===== src/rtl/core/nearest_breakpoint_map_lookup_assert.svh =====
// assertion macros used by the block's top module
`ifndef NEAREST_BREAKPOINT_MAP_LOOKUP_ASSERT_SVH
`define NEAREST_BREAKPOINT_MAP_LOOKUP_ASSERT_SVH

`ifndef SYNTH

// checked on every rising edge of aclk, off while reset is held
`define NBML_ASSERT(label, prop, msg) \
    label: assert property (@(posedge aclk) disable iff (!aresetn) (prop)) else $error(msg);

// checked on every rising edge of aclk, reset included
`define NBML_ASSERT_ALWAYS(label, prop, msg) \
    label: assert property (@(posedge aclk) (prop)) else $error(msg);

`else

`define NBML_ASSERT(label, prop, msg)

`define NBML_ASSERT_ALWAYS(label, prop, msg)

`endif

`endif


===== src/rtl/core/nbml_pkg.sv =====
package nbml_pkg;

    localparam int ROWS = 14;
    localparam int COLS = 12;

    localparam int DEPTH  = ROWS * COLS;
    localparam int ADDR_W = $clog2(DEPTH);
    localparam int IDX_W  = $clog2((ROWS > COLS) ? ROWS : COLS);

    localparam int WORD_W = 16;
    localparam int DIST_W = WORD_W + 1;

    // input word: cell_row, cell_col, cell_value, query_x, query_y
    localparam int S_TDATA_W = 56;
    // result word: map_value, chosen_col, chosen_row
    localparam int M_TDATA_W = 24;

    localparam logic KIND_WRITE  = 1'b0;
    localparam logic KIND_LOOKUP = 1'b1;

    typedef struct packed {
        logic              take;
        logic [DIST_W-1:0] distance;
    } cmp_result_t;

endpackage


===== src/rtl/core/nbml_dist_unit.sv =====
module nbml_dist_unit (
    input  logic signed [nbml_pkg::WORD_W-1:0] entry,
    input  logic signed [nbml_pkg::WORD_W-1:0] query,
    input  logic        [nbml_pkg::DIST_W-1:0] best_dist,
    input  logic                               first,
    output nbml_pkg::cmp_result_t              result
);

    logic signed [nbml_pkg::DIST_W-1:0] diff;
    logic        [nbml_pkg::DIST_W-1:0] mag;

    // exact difference at one bit wider than the words
    assign diff = {entry[nbml_pkg::WORD_W-1], entry} - {query[nbml_pkg::WORD_W-1], query};
    assign mag  = diff[nbml_pkg::DIST_W-1] ? nbml_pkg::DIST_W'(-diff) : nbml_pkg::DIST_W'(diff);

    // strict less keeps the lower index on a tie
    assign result.take     = first || (mag < best_dist);
    assign result.distance = mag;

endmodule


===== src/rtl/core/nbml_map_mem.sv =====
module nbml_map_mem (
    input  logic                               aclk,
    input  logic                               wr_en,
    input  logic        [nbml_pkg::ADDR_W-1:0] wr_addr,
    input  logic signed [nbml_pkg::WORD_W-1:0] wr_data,
    input  logic                               rd_en,
    input  logic        [nbml_pkg::ADDR_W-1:0] rd_addr,
    output logic signed [nbml_pkg::WORD_W-1:0] rd_data
);

    logic signed [nbml_pkg::WORD_W-1:0] mem [nbml_pkg::DEPTH];

    always_ff @(posedge aclk) begin
        if (wr_en) begin
            mem[wr_addr] <= wr_data;
        end
    end

    // read data holds while no read is issued
    always_ff @(posedge aclk) begin
        if (rd_en) begin
            rd_data <= mem[rd_addr];
        end
    end

endmodule


===== src/rtl/core/nearest_breakpoint_map_lookup.sv =====
// Nearest-breakpoint lookup in a 14 x 12 table of signed 16-bit words.
// Row 0 holds the column breakpoints, column 0 the row breakpoints.
// Input channel s_*: s_tuser is the kind (0 write one cell, 1 lookup).
// A write stores cell_value at [cell_row][cell_col] and gives no result;
// out-of-range addresses are dropped. A lookup gives one result word on
// m_* with the nearest cell and both chosen indices.
// A lookup scans row 0 and then column 0 through one table memory with
// separate write and read ports and one shared distance/compare unit,
// one entry per cycle, then reads the chosen cell. s_tready is high only
// while the sequencer is idle, so one item is in work at a time and the
// next item is accepted only once a lookup has handed its result word to
// the output register.
// The result sits in an output register; a new item may be accepted while
// it waits. If the receiver stalls, the next lookup finishes its scan and
// then holds until the waiting word is taken.
// Reset clears the sequencer and the output valid only; the table content
// is undefined until each cell used by a lookup has been written.
module nearest_breakpoint_map_lookup (
    input  logic                              aclk,
    input  logic                              aresetn,
    input  logic                              s_tvalid,
    output logic                              s_tready,
    // cell_row[3:0], cell_col[7:4], cell_value[23:8], query_x[39:24], query_y[55:40]
    input  logic [nbml_pkg::S_TDATA_W-1:0]    s_tdata,
    // kind[0]
    input  logic                              s_tuser,
    output logic                              m_tvalid,
    input  logic                              m_tready,
    // map_value[15:0], chosen_col[19:16], chosen_row[23:20]
    output logic [nbml_pkg::M_TDATA_W-1:0]    m_tdata
);

`include "nearest_breakpoint_map_lookup_assert.svh"

    localparam logic [2:0] ST_IDLE  = 3'd0;
    localparam logic [2:0] ST_SCAN  = 3'd1;
    localparam logic [2:0] ST_FETCH = 3'd2;
    localparam logic [2:0] ST_WAIT  = 3'd3;

    localparam int AW = nbml_pkg::ADDR_W;
    localparam int IW = nbml_pkg::IDX_W;
    localparam int WW = nbml_pkg::WORD_W;
    localparam int DW = nbml_pkg::DIST_W;

    logic [3:0]           in_row;
    logic [3:0]           in_col;
    logic signed [WW-1:0] in_value;
    logic signed [WW-1:0] in_qx;
    logic signed [WW-1:0] in_qy;

    assign in_row   = s_tdata[3:0];
    assign in_col   = s_tdata[7:4];
    assign in_value = s_tdata[23:8];
    assign in_qx    = s_tdata[39:24];
    assign in_qy    = s_tdata[55:40];

    logic [2:0]           state_reg, state_next;
    logic                 iss_active_reg, iss_active_next;
    logic                 iss_phase_reg, iss_phase_next;
    logic [IW-1:0]        iss_idx_reg, iss_idx_next;
    logic [AW-1:0]        iss_addr_reg, iss_addr_next;
    logic                 cmp_valid_reg, cmp_valid_next;
    logic                 cmp_phase_reg, cmp_phase_next;
    logic [IW-1:0]        cmp_idx_reg, cmp_idx_next;
    logic signed [WW-1:0] qx_reg, qx_next;
    logic signed [WW-1:0] qy_reg, qy_next;
    logic [DW-1:0]        best_d_reg, best_d_next;
    logic [IW-1:0]        best_c_reg, best_c_next;
    logic [IW-1:0]        best_r_reg, best_r_next;
    logic                 m_tvalid_reg, m_tvalid_next;
    logic [nbml_pkg::M_TDATA_W-1:0] m_tdata_reg, m_tdata_next;

    logic                 s_fire;
    logic                 wr_en;
    logic                 wr_in_range;
    logic [AW-1:0]        wr_addr;
    logic                 rd_en;
    logic [AW-1:0]        rd_addr;
    logic [AW-1:0]        fetch_addr;
    logic signed [WW-1:0] rd_data;
    nbml_pkg::cmp_result_t cmp;

    assign s_tready = (state_reg == ST_IDLE);
    assign s_fire   = s_tvalid && s_tready;

    assign wr_in_range = (int'(in_row) < nbml_pkg::ROWS) && (int'(in_col) < nbml_pkg::COLS);
    assign wr_en       = s_fire && (s_tuser == nbml_pkg::KIND_WRITE) && wr_in_range;
    assign wr_addr     = AW'(in_row) * AW'(nbml_pkg::COLS) + AW'(in_col);

    assign fetch_addr = AW'(best_r_reg) * AW'(nbml_pkg::COLS) + AW'(best_c_reg);
    assign rd_en      = iss_active_reg || (state_reg == ST_FETCH);
    assign rd_addr    = (state_reg == ST_FETCH) ? fetch_addr : iss_addr_reg;

    nbml_map_mem u_mem (
        .aclk    (aclk),
        .wr_en   (wr_en),
        .wr_addr (wr_addr),
        .wr_data (in_value),
        .rd_en   (rd_en),
        .rd_addr (rd_addr),
        .rd_data (rd_data)
    );

    nbml_dist_unit u_dist (
        .entry     (rd_data),
        .query     (cmp_phase_reg ? qy_reg : qx_reg),
        .best_dist (best_d_reg),
        .first     (cmp_idx_reg == '0),
        .result    (cmp)
    );

    always_comb begin
        state_next      = state_reg;
        iss_active_next = iss_active_reg;
        iss_phase_next  = iss_phase_reg;
        iss_idx_next    = iss_idx_reg;
        iss_addr_next   = iss_addr_reg;
        cmp_valid_next  = iss_active_reg;
        cmp_phase_next  = iss_phase_reg;
        cmp_idx_next    = iss_idx_reg;
        qx_next         = qx_reg;
        qy_next         = qy_reg;
        best_d_next     = best_d_reg;
        best_c_next     = best_c_reg;
        best_r_next     = best_r_reg;
        m_tvalid_next   = m_tvalid_reg && !m_tready;
        m_tdata_next    = m_tdata_reg;

        // issue side: row 0 left to right, then column 0 top to bottom
        if (iss_active_reg) begin
            if (!iss_phase_reg) begin
                if (iss_idx_reg == IW'(nbml_pkg::COLS - 1)) begin
                    iss_phase_next = 1'b1;
                    iss_idx_next   = '0;
                    iss_addr_next  = '0;
                end else begin
                    iss_idx_next  = iss_idx_reg + IW'(1);
                    iss_addr_next = iss_addr_reg + AW'(1);
                end
            end else begin
                if (iss_idx_reg == IW'(nbml_pkg::ROWS - 1)) begin
                    iss_active_next = 1'b0;
                end else begin
                    iss_idx_next  = iss_idx_reg + IW'(1);
                    iss_addr_next = iss_addr_reg + AW'(nbml_pkg::COLS);
                end
            end
        end

        // compare side: one entry a cycle, one read behind the issue
        if (cmp_valid_reg && cmp.take) begin
            best_d_next = cmp.distance;
            if (cmp_phase_reg) begin
                best_r_next = cmp_idx_reg;
            end else begin
                best_c_next = cmp_idx_reg;
            end
        end

        unique case (state_reg)
            ST_IDLE: begin
                if (s_fire && (s_tuser == nbml_pkg::KIND_LOOKUP)) begin
                    state_next      = ST_SCAN;
                    iss_active_next = 1'b1;
                    iss_phase_next  = 1'b0;
                    iss_idx_next    = '0;
                    iss_addr_next   = '0;
                    qx_next         = in_qx;
                    qy_next         = in_qy;
                end
            end
            ST_SCAN: begin
                if (!iss_active_reg && !cmp_valid_reg) begin
                    state_next = ST_FETCH;
                end
            end
            ST_FETCH: begin
                state_next = ST_WAIT;
            end
            ST_WAIT: begin
                if (!m_tvalid_reg || m_tready) begin
                    state_next    = ST_IDLE;
                    m_tvalid_next = 1'b1;
                    m_tdata_next  = {4'(best_r_reg), 4'(best_c_reg), rd_data};
                end
            end
            default: begin
                state_next = ST_IDLE;
            end
        endcase
    end

    always_ff @(posedge aclk) begin
        if (!aresetn) begin
            state_reg      <= ST_IDLE;
            iss_active_reg <= 1'b0;
            cmp_valid_reg  <= 1'b0;
            m_tvalid_reg   <= 1'b0;
        end else begin
            state_reg      <= state_next;
            iss_active_reg <= iss_active_next;
            cmp_valid_reg  <= cmp_valid_next;
            m_tvalid_reg   <= m_tvalid_next;
        end
    end

    always_ff @(posedge aclk) begin
        iss_phase_reg <= iss_phase_next;
        iss_idx_reg   <= iss_idx_next;
        iss_addr_reg  <= iss_addr_next;
        cmp_phase_reg <= cmp_phase_next;
        cmp_idx_reg   <= cmp_idx_next;
        qx_reg        <= qx_next;
        qy_reg        <= qy_next;
        best_d_reg    <= best_d_next;
        best_c_reg    <= best_c_next;
        best_r_reg    <= best_r_next;
        m_tdata_reg   <= m_tdata_next;
    end

    assign m_tvalid = m_tvalid_reg;
    assign m_tdata  = m_tdata_reg;

    `NBML_ASSERT(a_scan_only_in_scan,
        (iss_active_reg || cmp_valid_reg) |-> (state_reg == ST_SCAN),
        "scan pipeline busy outside scan state")
    `NBML_ASSERT(a_row0_addr,
        (iss_active_reg && !iss_phase_reg) |-> (iss_addr_reg == AW'(iss_idx_reg)),
        "row 0 address does not follow column index")
    `NBML_ASSERT(a_fetch_in_range,
        (state_reg == ST_FETCH) |-> ((int'(best_c_reg) < nbml_pkg::COLS)
            && (int'(best_r_reg) < nbml_pkg::ROWS)),
        "chosen cell outside table")
    `NBML_ASSERT(a_wait_holds,
        (state_reg == ST_WAIT && m_tvalid_reg && !m_tready) |=> (state_reg == ST_WAIT),
        "result overwritten while stalled")
    `NBML_ASSERT_ALWAYS(a_reset_idle,
        !aresetn |=> (state_reg == ST_IDLE && !m_tvalid_reg),
        "reset does not clear sequencer")

endmodule

===== config.mk =====
export PLATFORM = sky130hd
export DESIGN_NAME = nearest_breakpoint_map_lookup
export DESIGN_NICKNAME = d
export VERILOG_FILES = /design/src/rtl/core/nbml_pkg.sv /design/src/rtl/core/nbml_dist_unit.sv /design/src/rtl/core/nbml_map_mem.sv /design/src/rtl/core/nearest_breakpoint_map_lookup.sv
export VERILOG_INCLUDE_DIRS = /design/src /design/src/rtl/core
export SDC_FILE = /design/constraint.sdc
export NUM_CORES = 2
export LEC_CHECK = 0
export ABC_CLOCK_PERIOD_IN_PS = 6300
export BUFFER_PORTS_ARGS = -buffer_cell sky130_fd_sc_hd__buf_2
export CORE_MARGIN = 2
export CORE_UTILIZATION = 35
export CTS_BUF_LIST = sky130_fd_sc_hd__clkbuf_8
export CTS_CLUSTER_DIAMETER = 120
export CTS_CLUSTER_SIZE = 16
export DETAILED_ROUTE_END_ITERATION = 12
export GPL_TIMING_DRIVEN = 0
export PLACE_DENSITY = 0.53
export RECOVER_POWER = 50
export SLEW_MARGIN = 20
export SYNTH_ARGS = -nofsm -noshare
export SYNTH_HDL_FRONTEND = slang
export SYNTH_SLANG_ARGS = --single-unit

===== constraint.sdc =====
create_clock -name aclk -period 6.3 [get_ports aclk]
set_input_delay 1.26 -clock aclk [delete_from_list [all_inputs] [get_ports aclk]]
set_output_delay 1.26 -clock aclk [all_outputs]
set_load 0.01 [all_outputs]

Word-level counts from Yosys, hierarchy flattened

Memory sizes are Yosys's and may differ from the RTL's. A register that Yosys moved wholly into a read port is not among the register bits.
Cells that the tools add are included.

Register bits: 105
Bits in writable memories: 2688
Word-level logic and storage cells: 93
Memories kept: 1

Memory list:

| memory    | depth | width | rd ports | clocked after memory_dff | wr ports | RTL line           | text |
|---|---|---|---|---|---|---|---|
| u_mem.mem | 168   | 16    | 1        | 1                        | 1        | nbml_map_mem.sv:11 | `logic signed [nbml_pkg::WORD_W-1:0] mem [nbml_pkg::DEPTH];` |

$add $sub $neg: 7
$mul: 2
Order comparisons: 3
Equal/unequal tests: 8
Mux-type cells: 33
Bitwise logic cells: 2
Reduce and logical (&&, ||, !) cells: 22

Operators with widths:

| operator            | count |
|---|---|
| $mux 8              | 7 |
| $mux 4              | 6 |
| $lt 17x17->1        | 1 |
| $mux 17             | 1 |
| $neg 17->17         | 1 |
| $sub 16x16->17      | 1 |
| $add 8x4->8         | 2 |
| $mux 16             | 1 |
| $mux 1              | 14 |
| $mul 4x2->6 const B | 2 |
| $pmux 3 s4          | 1 |
| $mux 3              | 3 |
| $add 8x1->8 const B | 1 |
| $add 8x4->8 const B | 1 |
| $eq 4x4->1 const B  | 2 |
| $logic_and 1x1->1   | 8 |
| $lt 4x4->1 const B  | 2 |
| $reduce_and 2->1    | 4 |
| $eq 3x2->1 const B  | 2 |
| $add 4x1->4 const B | 1 |
| $logic_not 1->1     | 4 |
| $logic_not 4->1     | 1 |
| $ne 2x2->1 const B  | 2 |
| $eq 3x1->1 const B  | 1 |
| other kinds (5)     | 8 |

Longest topological paths before layout

Depth after elaboration: 8
Gate-level depth with buffers: 22
Mapped depth without buffers: 21

Hierarchy

A second synthesis with hierarchy kept.

Cell total of the unflattened synthesis: 5630
Area total of the unflattened synthesis: 110837.6 µm²

Modules (own cells, without submodules):

| module                        | instances | cells an instance | area an instance (µm²) | sequential area each (µm²) |
|---|---|---|---|---|
| nbml_map_mem                  | 1         | 5072              | 104651.6               | 81197.9 |
| nearest_breakpoint_map_lookup | 1         | 321               | 4536.9                 | 2892.8 |
| nbml_dist_unit                | 1         | 237               | 1649.1                 | 0.0 |

Least setup slack after synthesis

No wires, ideal clock.

Kind: register to register
From: reg cmp_phase_reg
To: reg best_d_reg[0], enable pin
Library setup time: 0.390 ns
Arrival: 5.231 ns
Required time: 5.910 ns
Setup slack: 0.679 ns
Cell stages (with the launch flop): 21
Buffers on the path: 2
Cells stage by stage: dfxtp_1 > clkbuf_1 > clkbuf_1 > mux2i_1 > ha_1 > a21o_1 > a21oi_1 > nand2_1 > a211oi_1 > a211oi_1 > o31ai_2 > o21ai_0 > ha_1 > a21boi_0 > o21a_1 > o21a_1 > o21a_1 > o21a_1 > o211ai_1 > a211oi_1 > nor2_1

RTL lines:

| item                     | RTL line                             | text |
|---|---|---|
| start: declaration       | nearest_breakpoint_map_lookup.sv:63  | `logic cmp_phase_reg, cmp_phase_next;` |
| start signal: assignment | nearest_breakpoint_map_lookup.sv:211 | `cmp_phase_reg <= cmp_phase_next;` |
| end signal: assignment   | nearest_breakpoint_map_lookup.sv:215 | `best_d_reg <= best_d_next;` |
| end: declaration         | nearest_breakpoint_map_lookup.sv:67  | `logic [DW-1:0] best_d_reg, best_d_next;` |

Worst setup path in the final report

From: reg state_reg[0]
To: reg u_mem.rd_data[3] (netlist name), read port of u_mem.mem, data pin

Word-level cells in the longest chain between the ends: 2

RTL lines:

| item                                              | RTL line                                                                 | text |
|---|---|---|
| start: declaration                                | nearest_breakpoint_map_lookup.sv:57                                      | `logic [2:0] state_reg, state_next;` |
| start signal: assignment                          | nearest_breakpoint_map_lookup.sv:200                                     | `state_reg <= state_next;` |
| $eq 3x2->1 *                                      | nearest_breakpoint_map_lookup.sv:91, nearest_breakpoint_map_lookup.sv:92 |  |
| $mux 8 / $logic_or 1x1->1 (equally long branches) | nearest_breakpoint_map_lookup.sv:92, nearest_breakpoint_map_lookup.sv:91 |  |
| end: declaration                                  | nbml_map_mem.sv:8                                                        | `output logic signed [nbml_pkg::WORD_W-1:0] rd_data` |

Mark *: on every way between the ends. The rest lies on a longest branch, timed or not.
A chain may end at the register's enable or synchronous reset.

==> results.yml <==
floorplan:
  die_area_um2: 323000
  row_count: 207
  die_x_um: 568
  die_h_um: 568
  initial_core_util_pct: 35.1
  core_um2: 317000
  ios: 87
finish:
  drive_above_1_share_pct: 19.7
  multi_input_area_um2: 26400
  fin_util_pct: 39.8
  largest_reg_flops: 2688
  synthToLayoutAreaGrowth_pct: 13.5
  nNetsFinal: 7151
  layout.cells.non_filler: 11300
  nFillCells: 28600
  seq_area_um2: 84100
placement:
  dp_hpwl_um: 383000
  placed_cells: 11000
  gp_congestion: 1.04
  port_buffers: 86
timing:
  slew_violations: 2344
  tns_ps: -1410
  slew_headroom_pct: -275
  finalSetupViolations: 7
  rsz0062_at_grt: "no"
  fmax_ghz: 0.150
  fin_skew_ps: 88.8
  holdWs_ps: 326
  fin_ws_ps: -385
  finalCriticalPeriod_ps: 6680
  tightest_slew_ps: 5620
  final_hold_viol_count: 0
  period_share_pct: 106
cts:
  cts_max_level: 4
  clock-root-buffer: "clkbuf_8"
  numCtsBuffers: 200
  hold_buffers: 0
  cts.sinks: 2808
  path_clk_slew_ps: 130
  cts_tree: "done"
  clockBufferDepth: 4
  insertion_delay_ps: 1150
global_routing:
  grt_pass1_wl_um: 701000
  grt_max_degree: 113
  grt.total_usage_pct: 33.9
  antenna_found_initial: 88
  grt_overflow: 0
  grt_pass1_vias: 65900
yosys:
  synth_area_leaders: "edfxtp_1 75%, mux4_2 6.8%, mux2i_1 3.0%"
  synth_top_area_share_pct: 75.1
  synth-seq-area-share_pct: 75.5
  synth-edff-count: 2785
  syn_area_um2: 111000
  ys.flop_type: "edfxtp_1"
  synthArstFlopShare_pct: 0
  synth_cell_types: 80
  syn_avg_cell_area_um2: 17.1
  synth_top_cell_by_area: "edfxtp_1"
  synth-seq-cells: 2808
  synthesis.nets: 6645
  synth-warning-count: 0
  netlist_instances: 6523
flow_run:
  drv_cap: 28
run_status:
  violations: "max-capacitance violations, max-slew violations, negative setup slack"
  outcome: "finished with violations"
critical_path:
  cp.arrival_ps: 7340
  reg2regPathDepth: 13
  end_kind: "register"
  setup.worst_path.class: "reg -> reg"
  timing.rr.start: "state_reg[0]"
  start_kind: "register"
  worstPathRequired_ps: 6950
  reg2reg_to: "u_mem.rd_data[3]"
  cp_max_fo: 11
  r2r_setup_slack_ps: -380
power_and_ir_drop:
  ir_drop_mv: 0.334
  p_total_uw: 62500
  clkPwrFrac_pct: 14.8
  power.density_nw_per_um2: 495
  p_seq_share_pct: 33.6
  pwr-share-comb_pct: 51.6
  p_leak_uw: 0.0406
  switching_share_pct: 49.3
  internal_power_uw: 31700
  power.switching_uw: 30800
detailed_routing:
  via_per_inst: 6.52
  route.detailed.drc: 0
  antenna_left: 0
  first_iter_violations: 15500
  first_pass_iters: 9
  wl_per_cell_um: 49.5
  vias: 73700
  wl_um: 560000
min_path:
  min_to: "cmp_phase_reg"
  min_path_type: "reg -> reg"
  worstHoldStart: "cmp_phase_next"
  min_path_cells: 0
## power groups by stage
stage / Combinational, µW / Clock [µW] / Sequential [µW]
6_report: 32300 / 9250 / 21000
2_1_floorplan: 11800 / 0 / 21300
5_1_grt: 31000 / 9750 / 21000
3_3_place_gp: 28600 / 0 / 21500
3_5_place_dp: 30200 / 0 / 21400
4_1_cts: 30300 / 9200 / 21000
## per-stage QoR
step           setup WS [ps]  instance area [µm²]
2_1_floorplan            679               111000
3_3_place_gp           -2700               117000
3_5_place_dp           -1020               124000
4_1_cts                 27.6               127000
5_1_grt                 27.1               126000
6_report                -385               126000
## layout by cell type (no fill, tap or decap), types with 26 or more instances in the layout
cell | netlist | layout
a211oi_1 | 28 | 27
nor2_4 | 0 | 155
a2111oi_0 | 64 | 60
mux4_2 | 336 | 336
clkbuf_2 | 0 | 135
diode_2 | 0 | 57
a31oi_1 | 40 | 40
ha_1 | 56 | 56
xnor2_1 | 31 | 31
a32oi_1 | 49 | 49
clkbuf_8 | 0 | 201
o21ai_0 | 55 | 52
a21oi_1 | 367 | 367
nor3_1 | 99 | 92
nor2_1 | 229 | 56
buf_12 | 0 | 68
buf_4 | 54 | 65
nor4_1 | 30 | 26
mux2i_1 | 338 | 335
o221ai_1 | 83 | 83
clkbuf_1 | 189 | 86
nand3_1 | 179 | 179
edfxtp_1 | 2785 | 2785
inv_1 | 43 | 57
nand2_1 | 896 | 887
o22ai_1 | 92 | 92
buf_2 | 96 | 176
nand4_1 | 46 | 46
buf_6 | 31 | 45
buf_16 | 0 | 103
## cell type report
class                   instances  share of cell area [%]
flip-flops and latches       2808                    66.5
diodes                         57                   0.113
multi-input cells            3272                    20.9
well taps                    4180                    4.14
clock inverters                32                   0.214
repair buffers                306                    4.02
inverters                      45                   0.134
plain buffers                 396                    1.77
clock buffers                 201                    2.19
## worst max path at each step
stage | start | end | depth (start not counted)
after floorplan | cmp_phase_reg | best_d_reg[0] | 20
after global placement | best_r_reg[1] | u_mem.rd_data[3] | 12
after detailed placement | cmp_phase_reg | best_d_reg[2] | 18
after CTS | cmp_phase_reg | best_c_reg[2] | 17
after global routing | best_r_reg[1] | u_mem.rd_data[3] | 10
final | state_reg[0] | u_mem.rd_data[3] | 13
## cell usage after synthesis, types with 13 or more instances
| master | n |
|---|---|
| nand4_1 | 46 |
| buf_4 | 54 |
| dfxtp_1 | 23 |
| and3_1 | 16 |
| a2111oi_0 | 64 |
| nor3_1 | 99 |
| nand3_1 | 179 |
| xnor2_1 | 31 |
| a21o_1 | 16 |
| a211oi_1 | 28 |
| o211ai_1 | 13 |
| nor2_1 | 229 |
| buf_2 | 96 |
| a311oi_1 | 16 |
| nor2b_1 | 13 |
| a32oi_1 | 49 |
| buf_6 | 31 |
| nand2_1 | 896 |
| ha_1 | 56 |
| o21ai_0 | 55 |
| mux2i_1 | 338 |
| o221ai_1 | 83 |
| a31oi_1 | 40 |
| a21oi_1 | 367 |
| mux4_2 | 336 |
| a221oi_1 | 14 |
| nor4_1 | 30 |
| or3_1 | 16 |
| edfxtp_1 | 2785 |
| clkbuf_1 | 189 |
| inv_1 | 43 |
| o22ai_1 | 92 |
| buf_1 | 28 |
## kinds of logic (layout without fill, tap and decap cells)
group / after synthesis / count (layout) / share of synthesized area [%]
xor+xnor: 37 / 37 / 0.303
buf+inv: 443 / 980 / 1.99
flops: 2808 / 2808 / 75.5
fa+ha+maj: 61 / 61 / 0.719
compound gates: 930 / 930 / 5.51
mux: 689 / 689 / 10.0
other cells: 0 / 57 / 0
simple gates: 1555 / 1555 / 5.92
## worst max-delay path, stage by stage, from the launching register on
cell      delay, ps
dfxtp_1         360
inv_1            90
ha_1            330
buf_6           200
buf_4           190
o21a_1          290
buf_2           550
buf_2           660
buf_1           840
o22ai_1         340
nor4_1          940
o32ai_1         270
a311oi_1        790
a41oi_2         320
## routing by layer
layer  GRT usage [%]  share of wire (%)  vias up
li1                -                  -    26700
met1            42.6                 36    38600
met3            12.7                 14     1555
met4            24.0                8.7       32
met5               0              0.051        -
met2            47.9                 42     6754
## repair_timing
action | in CTS | in global routing
endpoints found under the setup margin | 27 | 27
pin swaps | 1 | 1
gates resized for setup | 8 | 6
hold endpoints to repair | 0 | 0
setup buffers | 2 | 1
No activity file was read; power rests on OpenSTA's default activity.
